$ cat config.mk
export PLATFORM = sky130hd
export DESIGN_NAME = key_hold_autoshift_table
export DESIGN_NICKNAME = d
export VERILOG_FILES = /design/src/hdl/khat_pkg.sv /design/src/hdl/khat_stamp_ram.sv /design/src/hdl/khat_decide.sv /design/src/hdl/key_hold_autoshift_table.sv
export SDC_FILE = /design/constraint.sdc
export NUM_CORES = 2
export LEC_CHECK = 0
export ABC_AREA = 1
export BUFFER_PORTS_ARGS = -buffer_cell sky130_fd_sc_hd__clkbuf_2
export CAP_MARGIN = 20
export CORE_ASPECT_RATIO = 1.1
export CORE_MARGIN = 1.5
export CORE_UTILIZATION = 40
export DETAILED_ROUTE_END_ITERATION = 16
export PLACE_DENSITY_LB_ADDON = 0.05
export SYNTH_ARGS = -nofsm -noshare
export SYNTH_HDL_FRONTEND = slang
export SYNTH_HIERARCHICAL = 1
export SYNTH_SLANG_ARGS = --single-unit
$ cat constraint.sdc
create_clock -name i_clk -period 10.55 [get_ports i_clk]
set_input_delay 1.055 -clock i_clk [delete_from_list [all_inputs] [get_ports i_clk]]
set_output_delay 1.055 -clock i_clk [all_outputs]
set_load 0.05 [all_outputs]
$ cat src/hdl/khat_pkg.sv
// ----------------------------------------------------------------------------
// khat_pkg
// Types, codes and constants shared by the hold-to-shift key table.
// ----------------------------------------------------------------------------
package khat_pkg;

    // Matrix defaults and fixed field widths
    localparam int ROWS_DEF = 8;
    localparam int COLS_DEF = 16;
    localparam int ROW_W    = 3;
    localparam int COL_W    = 4;
    localparam int CODE_W   = 16;
    localparam int STAMP_W  = 16;

    localparam logic [STAMP_W-1:0] HOLD_TIMEOUT_RST = 16'd175;

    // HID usages of the eligible key set
    localparam logic [CODE_W-1:0] USAGE_1    = 16'h001E;
    localparam logic [CODE_W-1:0] USAGE_0    = 16'h0027;
    localparam logic [CODE_W-1:0] USAGE_MINS = 16'h002D;
    localparam logic [CODE_W-1:0] USAGE_EQL  = 16'h002E;
    localparam logic [CODE_W-1:0] USAGE_LBRC = 16'h002F;
    localparam logic [CODE_W-1:0] USAGE_RBRC = 16'h0030;
    localparam logic [CODE_W-1:0] USAGE_NUHS = 16'h0032;
    localparam logic [CODE_W-1:0] USAGE_GRV  = 16'h0035;
    localparam logic [CODE_W-1:0] USAGE_F1   = 16'h003A;
    localparam logic [CODE_W-1:0] USAGE_F12  = 16'h0045;

    typedef enum logic [1:0] {
        ACT_PRESS   = 2'd0,
        ACT_RELEASE = 2'd1,
        ACT_TICK    = 2'd2
    } t_action;

    typedef enum logic [1:0] {
        VERD_PASS     = 2'd0,
        VERD_CONSUMED = 2'd1,
        VERD_PLAIN    = 2'd2,
        VERD_SHIFTED  = 2'd3
    } t_verdict;

    // One item as held in the decision stage
    typedef struct packed {
        logic [1:0]         action;
        logic [ROW_W-1:0]   row;
        logic [COL_W-1:0]   col;
        logic [CODE_W-1:0]  code;
        logic               lower;
        logic               in_range;
        logic [STAMP_W-1:0] now;
    } t_item;

    // Outcome of the decision stage
    typedef struct packed {
        logic              res_valid;
        t_verdict          verdict;
        logic [ROW_W-1:0]  row;
        logic [COL_W-1:0]  col;
        logic [CODE_W-1:0] code;
        logic              set_held;
        logic              clr_held;
    } t_decision;

    function automatic logic is_eligible(input logic [CODE_W-1:0] code);
        logic digit;
        logic fkey;
        digit = (code >= USAGE_1) && (code <= USAGE_0);
        fkey  = (code >= USAGE_F1) && (code <= USAGE_F12);
        return digit || fkey || (code == USAGE_MINS) || (code == USAGE_EQL) ||
               (code == USAGE_NUHS) || (code == USAGE_LBRC) ||
               (code == USAGE_RBRC) || (code == USAGE_GRV);
    endfunction

endpackage

$ cat src/hdl/khat_stamp_ram.sv
// ----------------------------------------------------------------------------
// khat_stamp_ram
// Press timestamp memory: one write port, one registered read port.
// ----------------------------------------------------------------------------
module khat_stamp_ram
    import khat_pkg::*;
#(
    parameter int DEPTH = ROWS_DEF * COLS_DEF,
    parameter int AW    = $clog2(ROWS_DEF * COLS_DEF)
) (
    input  logic               i_clk,
    input  logic               i_we,
    input  logic [AW-1:0]      i_waddr,
    input  logic [STAMP_W-1:0] i_wdata,
    input  logic [AW-1:0]      i_raddr,
    output logic [STAMP_W-1:0] o_rdata
);

    logic [STAMP_W-1:0] r_mem [DEPTH];
    logic [STAMP_W-1:0] r_rdata;

    // Write the stamp of a fresh press
    always_ff @(posedge i_clk) begin
        if (i_we) begin
            r_mem[i_waddr] <= i_wdata;
        end
    end

    // Register the read data
    always_ff @(posedge i_clk) begin
        r_rdata <= r_mem[i_raddr];
    end

    assign o_rdata = r_rdata;

endmodule

$ cat src/hdl/khat_decide.sv
// ----------------------------------------------------------------------------
// khat_decide
// Verdict logic for one press, release or tick against its table entry.
// ----------------------------------------------------------------------------
module khat_decide
    import khat_pkg::*;
(
    input  t_item              i_item,
    input  logic               i_held,
    input  logic [STAMP_W-1:0] i_stamp,
    input  logic [STAMP_W-1:0] i_hold_timeout,
    output t_decision          o_dec
);

    logic [STAMP_W-1:0] elapsed;
    logic               handled;

    // Wrapping time since the press
    assign elapsed = i_item.now - i_stamp;
    assign handled = i_item.in_range && i_item.lower && is_eligible(i_item.code);

    always_comb begin
        o_dec = '0;
        o_dec.verdict = VERD_PASS;
        case (i_item.action)
            ACT_TICK: begin
                // Expire a held entry into a shifted tap
                if (i_held && (elapsed > i_hold_timeout)) begin
                    o_dec.res_valid = 1'b1;
                    o_dec.verdict   = VERD_SHIFTED;
                    o_dec.row       = i_item.row;
                    o_dec.col       = i_item.col;
                    o_dec.clr_held  = 1'b1;
                end
            end
            ACT_PRESS: begin
                o_dec.res_valid = 1'b1;
                if (handled) begin
                    o_dec.verdict  = VERD_CONSUMED;
                    o_dec.set_held = !i_held;
                end
            end
            ACT_RELEASE: begin
                o_dec.res_valid = 1'b1;
                if (handled) begin
                    if (i_held) begin
                        o_dec.verdict  = VERD_PLAIN;
                        o_dec.row      = i_item.row;
                        o_dec.col      = i_item.col;
                        o_dec.code     = i_item.code;
                        o_dec.clr_held = 1'b1;
                    end else begin
                        o_dec.verdict = VERD_CONSUMED;
                    end
                end
            end
            default: begin
                o_dec.res_valid = 1'b0;
            end
        endcase
    end

endmodule

$ cat src/hdl/key_hold_autoshift_table.sv
// ----------------------------------------------------------------------------
// key_hold_autoshift_table
// Hold-to-shift key table: press stamps, held marks and round-robin expiry.
// ----------------------------------------------------------------------------
// The result strobe is registered behind the decision-stage input register.
// Throughput: 1 item per cycle; busy is low out of reset; receiver cannot stall.
// The stamp memory's registered read sets the two-stage depth; a stamp
// written by the item ahead is forwarded to the item behind it.
// Reset clears held marks, the ms counter and the scan position and loads
// the timeout (175); the stamp memory is not cleared, held marks guard it.
// ----------------------------------------------------------------------------
module key_hold_autoshift_table
    import khat_pkg::*;
#(
    parameter int ROWS = ROWS_DEF,
    parameter int COLS = COLS_DEF
) (
    input  logic               i_clk,
    input  logic               i_rst_n,
    input  logic               start,
    output logic               busy,
    input  logic [1:0]         i_action,
    input  logic [ROW_W-1:0]   i_key_row,
    input  logic [COL_W-1:0]   i_key_col,
    input  logic [CODE_W-1:0]  i_key_code,
    input  logic               i_on_lower_layer,
    input  logic               i_cfg_valid,
    output logic               o_cfg_ready,
    input  logic [STAMP_W-1:0] i_cfg_data,
    output logic               o_strobe,
    output logic [1:0]         o_verdict,
    output logic [ROW_W-1:0]   o_tap_row,
    output logic [COL_W-1:0]   o_tap_col,
    output logic [CODE_W-1:0]  o_tap_key_code
);

    localparam int DEPTH = ROWS * COLS;
    localparam int AW    = (DEPTH > 1) ? $clog2(DEPTH) : 1;
    localparam int RW    = (ROWS > 1) ? $clog2(ROWS) : 1;
    localparam int CW    = (COLS > 1) ? $clog2(COLS) : 1;

    logic               accept;
    logic               is_tick;
    logic               ev_in_range;
    logic [AW-1:0]      ev_idx;
    logic [AW-1:0]      scan_idx;
    logic [AW-1:0]      rd_idx;
    logic [STAMP_W-1:0] ram_rdata;
    logic [STAMP_W-1:0] stamp1;
    logic               stamp_we;
    logic               held1;
    t_item              n_item;
    t_decision          dec;

    logic [STAMP_W-1:0] r_hold_timeout;
    logic [STAMP_W-1:0] r_now;
    logic [RW-1:0]      r_scan_row;
    logic [CW-1:0]      r_scan_col;
    logic [DEPTH-1:0]   r_held;
    logic               r_v1;
    t_item              r_item;
    logic [AW-1:0]      r_idx;
    logic               r_fwd_hit;
    logic [STAMP_W-1:0] r_fwd_stamp;
    logic               r_strobe;
    logic [1:0]         r_verdict;
    logic [ROW_W-1:0]   r_tap_row;
    logic [COL_W-1:0]   r_tap_col;
    logic [CODE_W-1:0]  r_tap_code;

    assign busy        = !i_rst_n;
    assign o_cfg_ready = 1'b1;
    assign accept      = start && !busy;
    assign is_tick     = (i_action == ACT_TICK);

    // Table index of the event key and of the scan position
    assign ev_in_range = (int'(i_key_row) < ROWS) && (int'(i_key_col) < COLS);
    assign ev_idx      = AW'(int'(i_key_row) * COLS + int'(i_key_col));
    assign scan_idx    = AW'(int'(r_scan_row) * COLS + int'(r_scan_col));
    assign rd_idx      = is_tick ? scan_idx : ev_idx;

    // Build the item for the decision stage
    always_comb begin
        n_item          = '0;
        n_item.action   = i_action;
        n_item.code     = i_key_code;
        n_item.lower    = i_on_lower_layer;
        n_item.in_range = ev_in_range;
        if (is_tick) begin
            n_item.row = ROW_W'(r_scan_row);
            n_item.col = COL_W'(r_scan_col);
            n_item.now = r_now + 1'b1;
        end else begin
            n_item.row = i_key_row;
            n_item.col = i_key_col;
            n_item.now = r_now;
        end
    end

    // Hold the timeout register
    always_ff @(posedge i_clk) begin
        if (!i_rst_n) begin
            r_hold_timeout <= HOLD_TIMEOUT_RST;
        end else if (i_cfg_valid && o_cfg_ready) begin
            r_hold_timeout <= i_cfg_data;
        end
    end

    // Advance the ms counter and the column-major scan on each tick
    always_ff @(posedge i_clk) begin
        if (!i_rst_n) begin
            r_now      <= '0;
            r_scan_row <= '0;
            r_scan_col <= '0;
        end else if (accept && is_tick) begin
            r_now <= r_now + 1'b1;
            if (r_scan_row == RW'(ROWS - 1)) begin
                r_scan_row <= '0;
                if (r_scan_col == CW'(COLS - 1)) begin
                    r_scan_col <= '0;
                end else begin
                    r_scan_col <= r_scan_col + 1'b1;
                end
            end else begin
                r_scan_row <= r_scan_row + 1'b1;
            end
        end
    end

    // Input register of the decision stage
    always_ff @(posedge i_clk) begin
        if (!i_rst_n) begin
            r_v1 <= 1'b0;
        end else begin
            r_v1 <= accept;
        end
    end

    always_ff @(posedge i_clk) begin
        r_item      <= n_item;
        r_idx       <= rd_idx;
        r_fwd_hit   <= stamp_we && (r_idx == rd_idx);
        r_fwd_stamp <= r_item.now;
    end

    khat_stamp_ram #(
        .DEPTH (DEPTH),
        .AW    (AW)
    ) u_ram (
        .i_clk   (i_clk),
        .i_we    (stamp_we),
        .i_waddr (r_idx),
        .i_wdata (r_item.now),
        .i_raddr (rd_idx),
        .o_rdata (ram_rdata)
    );

    // Take a stamp written by the item ahead from the bypass
    assign stamp1   = r_fwd_hit ? r_fwd_stamp : ram_rdata;
    assign held1    = r_held[r_idx];
    assign stamp_we = r_v1 && dec.set_held;

    khat_decide u_decide (
        .i_item         (r_item),
        .i_held         (held1),
        .i_stamp        (stamp1),
        .i_hold_timeout (r_hold_timeout),
        .o_dec          (dec)
    );

    // Set or drop the held mark of the decided entry
    always_ff @(posedge i_clk) begin
        if (!i_rst_n) begin
            r_held <= '0;
        end else if (r_v1 && dec.set_held) begin
            r_held[r_idx] <= 1'b1;
        end else if (r_v1 && dec.clr_held) begin
            r_held[r_idx] <= 1'b0;
        end
    end

    // Result register
    always_ff @(posedge i_clk) begin
        if (!i_rst_n) begin
            r_strobe <= 1'b0;
        end else begin
            r_strobe <= r_v1 && dec.res_valid;
        end
    end

    always_ff @(posedge i_clk) begin
        r_verdict  <= dec.verdict;
        r_tap_row  <= dec.row;
        r_tap_col  <= dec.col;
        r_tap_code <= dec.code;
    end

    assign o_strobe       = r_strobe;
    assign o_verdict      = r_verdict;
    assign o_tap_row      = r_tap_row;
    assign o_tap_col      = r_tap_col;
    assign o_tap_key_code = r_tap_code;

endmodule

Word level (Yosys, flattened, before mapping)
Memories as Yosys holds them, arrays and structs flattened. A register that Yosys moved wholly into a read port is not among the register bits.
Cells that the tools add are included.
{"block": "word_totals", "output_inout_bits": 28, "ram_bits": 2048, "memories": 1, "input_bits": 46, "word_cells": 102, "ff_bits": 260}
{"name": "u_ram.r_mem", "words": 128, "width": 16, "rd": 1, "rd_ports_with_merged_regs": 1, "wr": 1, "line_no": "khat_stamp_ram.sv:19", "rtl": "logic [STAMP_W-1:0] r_mem [DEPTH];"}
{"block": "op_classes", "eq_ne": 12, "mux": 28, "magnitude_cmp": 7, "bitwise_logic": 3, "n_addsub": 6, "reduce_logical": 25}
{"cell": "2-to-1 mux 128 bit", "count": 2}
{"cell": "bitwise AND 128 bit", "count": 1}
{"cell": "NOT 128 bit", "count": 1}
{"cell": "bitwise OR 128 bit", "count": 1}
{"cell": "== test 16 x 6 -> 1 bit (second input constant)", "count": 6}
{"cell": "2-to-1 mux 16 bit", "count": 2}
{"cell": "2-to-1 mux 25 bit", "count": 1}
{"cell": "2-to-1 mux 23 bit", "count": 1}
{"cell": "adder 16 x 1 -> 16 bit (second input constant)", "count": 1}
{"cell": "greater-or-equal comparator 16 x 5 -> 1 bit (second input constant)", "count": 1}
{"cell": "greater-or-equal comparator 16 x 6 -> 1 bit (second input constant)", "count": 1}
{"cell": "> comparator 16 bit", "count": 1}
{"cell": "less-or-equal comparator 16 x 6 -> 1 bit (second input constant)", "count": 1}
{"cell": "less-or-equal comparator 16 x 7 -> 1 bit (second input constant)", "count": 1}
{"cell": "subtractor 16 bit", "count": 1}
{"cell": "adder 7 x 4 -> 7 bit", "count": 2}
{"cell": "2-to-1 mux 7 bit", "count": 2}
{"cell": "one-hot mux 7 bit (2 select lines)", "count": 1}
{"cell": "logical AND 1 bit", "count": 11}
{"cell": "2-to-1 mux 1 bit", "count": 10}
{"cell": "2-to-1 mux 10 bit", "count": 1}
{"cell": "less-than comparator 7 x 8 -> 1 bit (second input constant)", "count": 1}
{"cell": "binary-select mux 1 bit (select 7 bit)", "count": 1}
{"cell": "demux 1 bit (select 7 bit)", "count": 1}
{"cell": "other kinds (20)", "count": 29}

Longest topological paths before layout
{"block": "logic_depth", "depth_word": 15, "depth_mapped": 33, "depth_no_buf": 32}

Modules after synthesis
The synthesis kept the hierarchy.
{"module": "khat_stamp_ram", "area_per_inst_um2": 82828.2, "n_inst": 1, "cells_per_inst": 6793}
{"module": "key_hold_autoshift_table", "area_per_inst_um2": 10411.2, "n_inst": 1, "cells_per_inst": 1367}
{"module": "khat_decide", "area_per_inst_um2": 1691.6, "n_inst": 1, "cells_per_inst": 303}

Worst setup path after synthesis
OpenSTA, ideal clock, no wires.
{"block": "synth_path", "path_type": "flip-flop to flip-flop", "startpoint": "reg r_item[0] (netlist name)", "endpoint": "reg (tool-made name)", "path_stages_with_launch": 29, "period_less_slack_ps": 5373, "arrival_ps": 5257, "slack_ps": 5177, "path_cell_list": "dfxtp_1 -> inv_1 -> ha_1 -> fa_1 -> o21ai_0 -> nand3_1 -> nand2_1 -> nand3_1 -> nand2_1 -> xor2_1 -> ha_1 -> nand2_1 -> nor2_1 -> nand2_1 -> inv_1 -> nand2_1 -> nand2_1 -> nand2_1 -> nand2_4 -> nand2_4 -> inv_1 -> nand2_1 -> nand2_1 -> inv_2 -> nor3_4 -> buf_2 -> nand2_1 -> o21ai_1 -> a21oi_1"}
{"item": "start, declared", "line_no": "key_hold_autoshift_table.sv:61", "rtl": "t_item r_item;"}
{"item": "start signal, assigned", "line_no": "key_hold_autoshift_table.sv:140", "rtl": "r_item <= n_item;"}

==> out/metrics.yaml <==
clk-insertion-delay-late_ns: 0.90
track_usage: 0.244
vias: 63700
die_width_um: 467
coreArea_um2: 236000
cts-root-buf: "clkbuf_16"
r2r_start: "r_fwd_hit"
synth-seq-cells: 2317
holdWs_ns: 0.268
area_growth_pct: 11.6
final_area_um2: 106000
post-route-drc-count: 0
drive_above_1_share: 0.0824
place_area_um2: 98300
post_cts_buffers: 0
cts_hold_buffers: 0
globalplace.congestion: 0.837
crit_type: "reg2reg"
synth_warnings: 6
fp.dieH_um: 514
worst_slew_pin_slew_ns: 1.16
clock_path_buffers: 3
fillerInstances: 22100
synthCells: 8463
ant_nets: 0
ys_types: 46
slew_viol_final: 0
finClkSkew_ns: 0.0301
cp_common_cell: "nand2_1"
grt-ovfl-total: 0
total_power_mw: 19.6
synthArstFlopShare: 0
ir_drop_mv: 0.186
instances_no_fill: 11800
power.share.combinational: 0.072
cts_buffers: 240
dpl_worst_slack_ns: 4.72
fmax_ghz: 0.173
startpoint_type: "flop"
hold_violations: 0
crit_required_ns: 11.37
end_kind: "flop"
grt_pass1_wl_um: 433000
synth_common_cells: "nand2_1 (2423), nand3_1 (2100), edfxtp_1 (2048)"
synth_largest_area_cell: "edfxtp_1"
holdCritPathClass: "in2reg"
io_pins: 74
first_pass_iters: 6
rsz0062_at_grt: "no"
clkSlewWorstSetupHoldPaths_ns: 0.06
ys_top_cells_by_area: "edfxtp_1 (65%), nand3_1 (11%), nand2_1 (9.6%)"
crit_start: "r_fwd_hit"
fin_nets: 8524
port_buffers: 72
yosysMostFrequentCell: "nand2_1"
cts_resized: 0
power_density_nw_per_um2: 185
synth_edf_count: 2048
fin_crit_ns: 5.77
fin_tns_setup_ns: 0
cts.htree.levels: 4
relSlewSlack: 0.225
crit_path_max_incr_delay_ns: 0.77
fin_ws_ns: 4.78
switchingPower_mw: 4.73
wirelength_um: 298000
syn-cell-area_um2: 94900
crit_slowest_cell: "dfxtp_1"
syn_area_per_cell_um2: 11.2
p_leak_nw: 38.2
pwr-share-seq: 0.505
viasPerCell: 5.41
avgRoutedWirePerCell_um: 25.3
rows: 187
cts_sinks: 2317
power.share.clock: 0.423
crit_fanout: 16
initial_core_util: 0.402
status: "finished clean"
swShare: 0.241
drt_iter0_markers: 6714
ff2ff_setup_slack_ns: 4.78
fin_util: 0.449
drv_cap: 0
synth_top_area_share: 0.648
dieArea_um2: 240000
tritoncts: "yes"
ys.flop_type: "edfxtp_1"
antenna_found_initial: 12
intPower_mw: 14.9
dp.cells: 11300
post-route-period-util: 0.547
grt_max_degree: 185
setup_viol: 0
synth-seq-area-share: 0.705
crit_arrival_ns: 6.59
grt_pass1_vias: 60600
r2r_cells: 28
dpl.hpwl_um: 168000
[final cells by class]
type                       count  area, um^2  share of cell area
clock inverter               119        1100              0.0104
multi-input combinational   5329       24300               0.230
antenna                        9        22.5            0.000213
sequential                  2317       66900               0.632
inverter                     278        1080              0.0102
timing repair buffer         272        2070              0.0195
clock buffer                 326        6510              0.0614
tap                         3118        3900              0.0368
[logic make-up after synthesis]
logic type	synth area share
other	0.0000791
multiplexers	0.00190
buffers and inverters	0.0410
adder cells (fa/ha/maj)	0.00535
AND/OR/NAND/NOR	0.222
AO/OA/AOI/OAI	0.0222
flip-flops	0.705
XOR/XNOR	0.00258
[how the worst min path moves through the flow]
stage                       start  depth (start not counted)           endpoint
floorplan              r_item[21]                          2  o_tap_key_code[3]
global placement             flop                          2               flop
detailed placement           flop                          2               flop
CTS                 i_key_code[7]                          1         r_item[25]
global route        i_key_code[7]                          1         r_item[25]
finish              i_key_code[7]                          1         r_item[25]
[power groups by stage]
stage	sequential, mW	clock, mW	combinational, mW
global placement	10.1	0	1.42
floorplan	10.1	0	0.875
global route	9.91	8.81	1.54
detailed placement	10.1	0	1.42
CTS	9.91	8.49	1.42
finish	9.91	8.31	1.42
[placed cells by master, fill, tap and decap left out, types with 19 or more instances in the layout]
| master | count |
|---|---|
| o21ai_0 | 123 |
| a311oi_1 | 53 |
| dfxtp_1 | 252 |
| nor3_1 | 19 |
| nand3_1 | 2100 |
| nor2_1 | 249 |
| clkbuf_1 | 70 |
| clkbuf_16 | 242 |
| ha_1 | 39 |
| inv_1 | 260 |
| xor2_1 | 26 |
| clkbuf_2 | 71 |
| clkinv_1 | 49 |
| edfxtp_1 | 2048 |
| clkinv_2 | 39 |
| nand2_1 | 2422 |
| buf_4 | 182 |
| nor2_2 | 37 |
| a21oi_1 | 150 |
[routing by layer]
metal	global-route usage	routed length [um]	up-vias
li1	-	-	29700
met1	0.358	135000	31700
met2	0.378	136000	1999
met3	0.0334	18400	371
met4	0.0710	8020	4
met5	0	24	-
[registers in the layout (all words and copies together), names as in the netlist, named ones only]
name	count
r_idx	7
r_scan_row	3
o_tap_key_code	16
u_ram/o_rdata	16
r_now	16
o_tap_col	4
r_v1	1
u_ram/r_mem	2048
r_fwd_hit	1
r_fwd_stamp	16
o_strobe	1
r_item	35
o_tap_row	3
r_scan_col	4
o_verdict	2
r_hold_timeout	16
[worst max-delay path, delay by kind of cell (launching register included)]
kind | cells | cell delay (ns)
buffers and inverters | 4 | 0.59
AO/OA/AOI/OAI | 3 | 0.55
XOR/XNOR | 1 | 0.07
adder cells (fa/ha/maj) | 3 | 0.92
multiplexers | 1 | 0.42
flip-flops | 1 | 0.77
AND/OR/NAND/NOR | 16 | 2.37
Note: power is estimated with default switching activity, not from simulation.
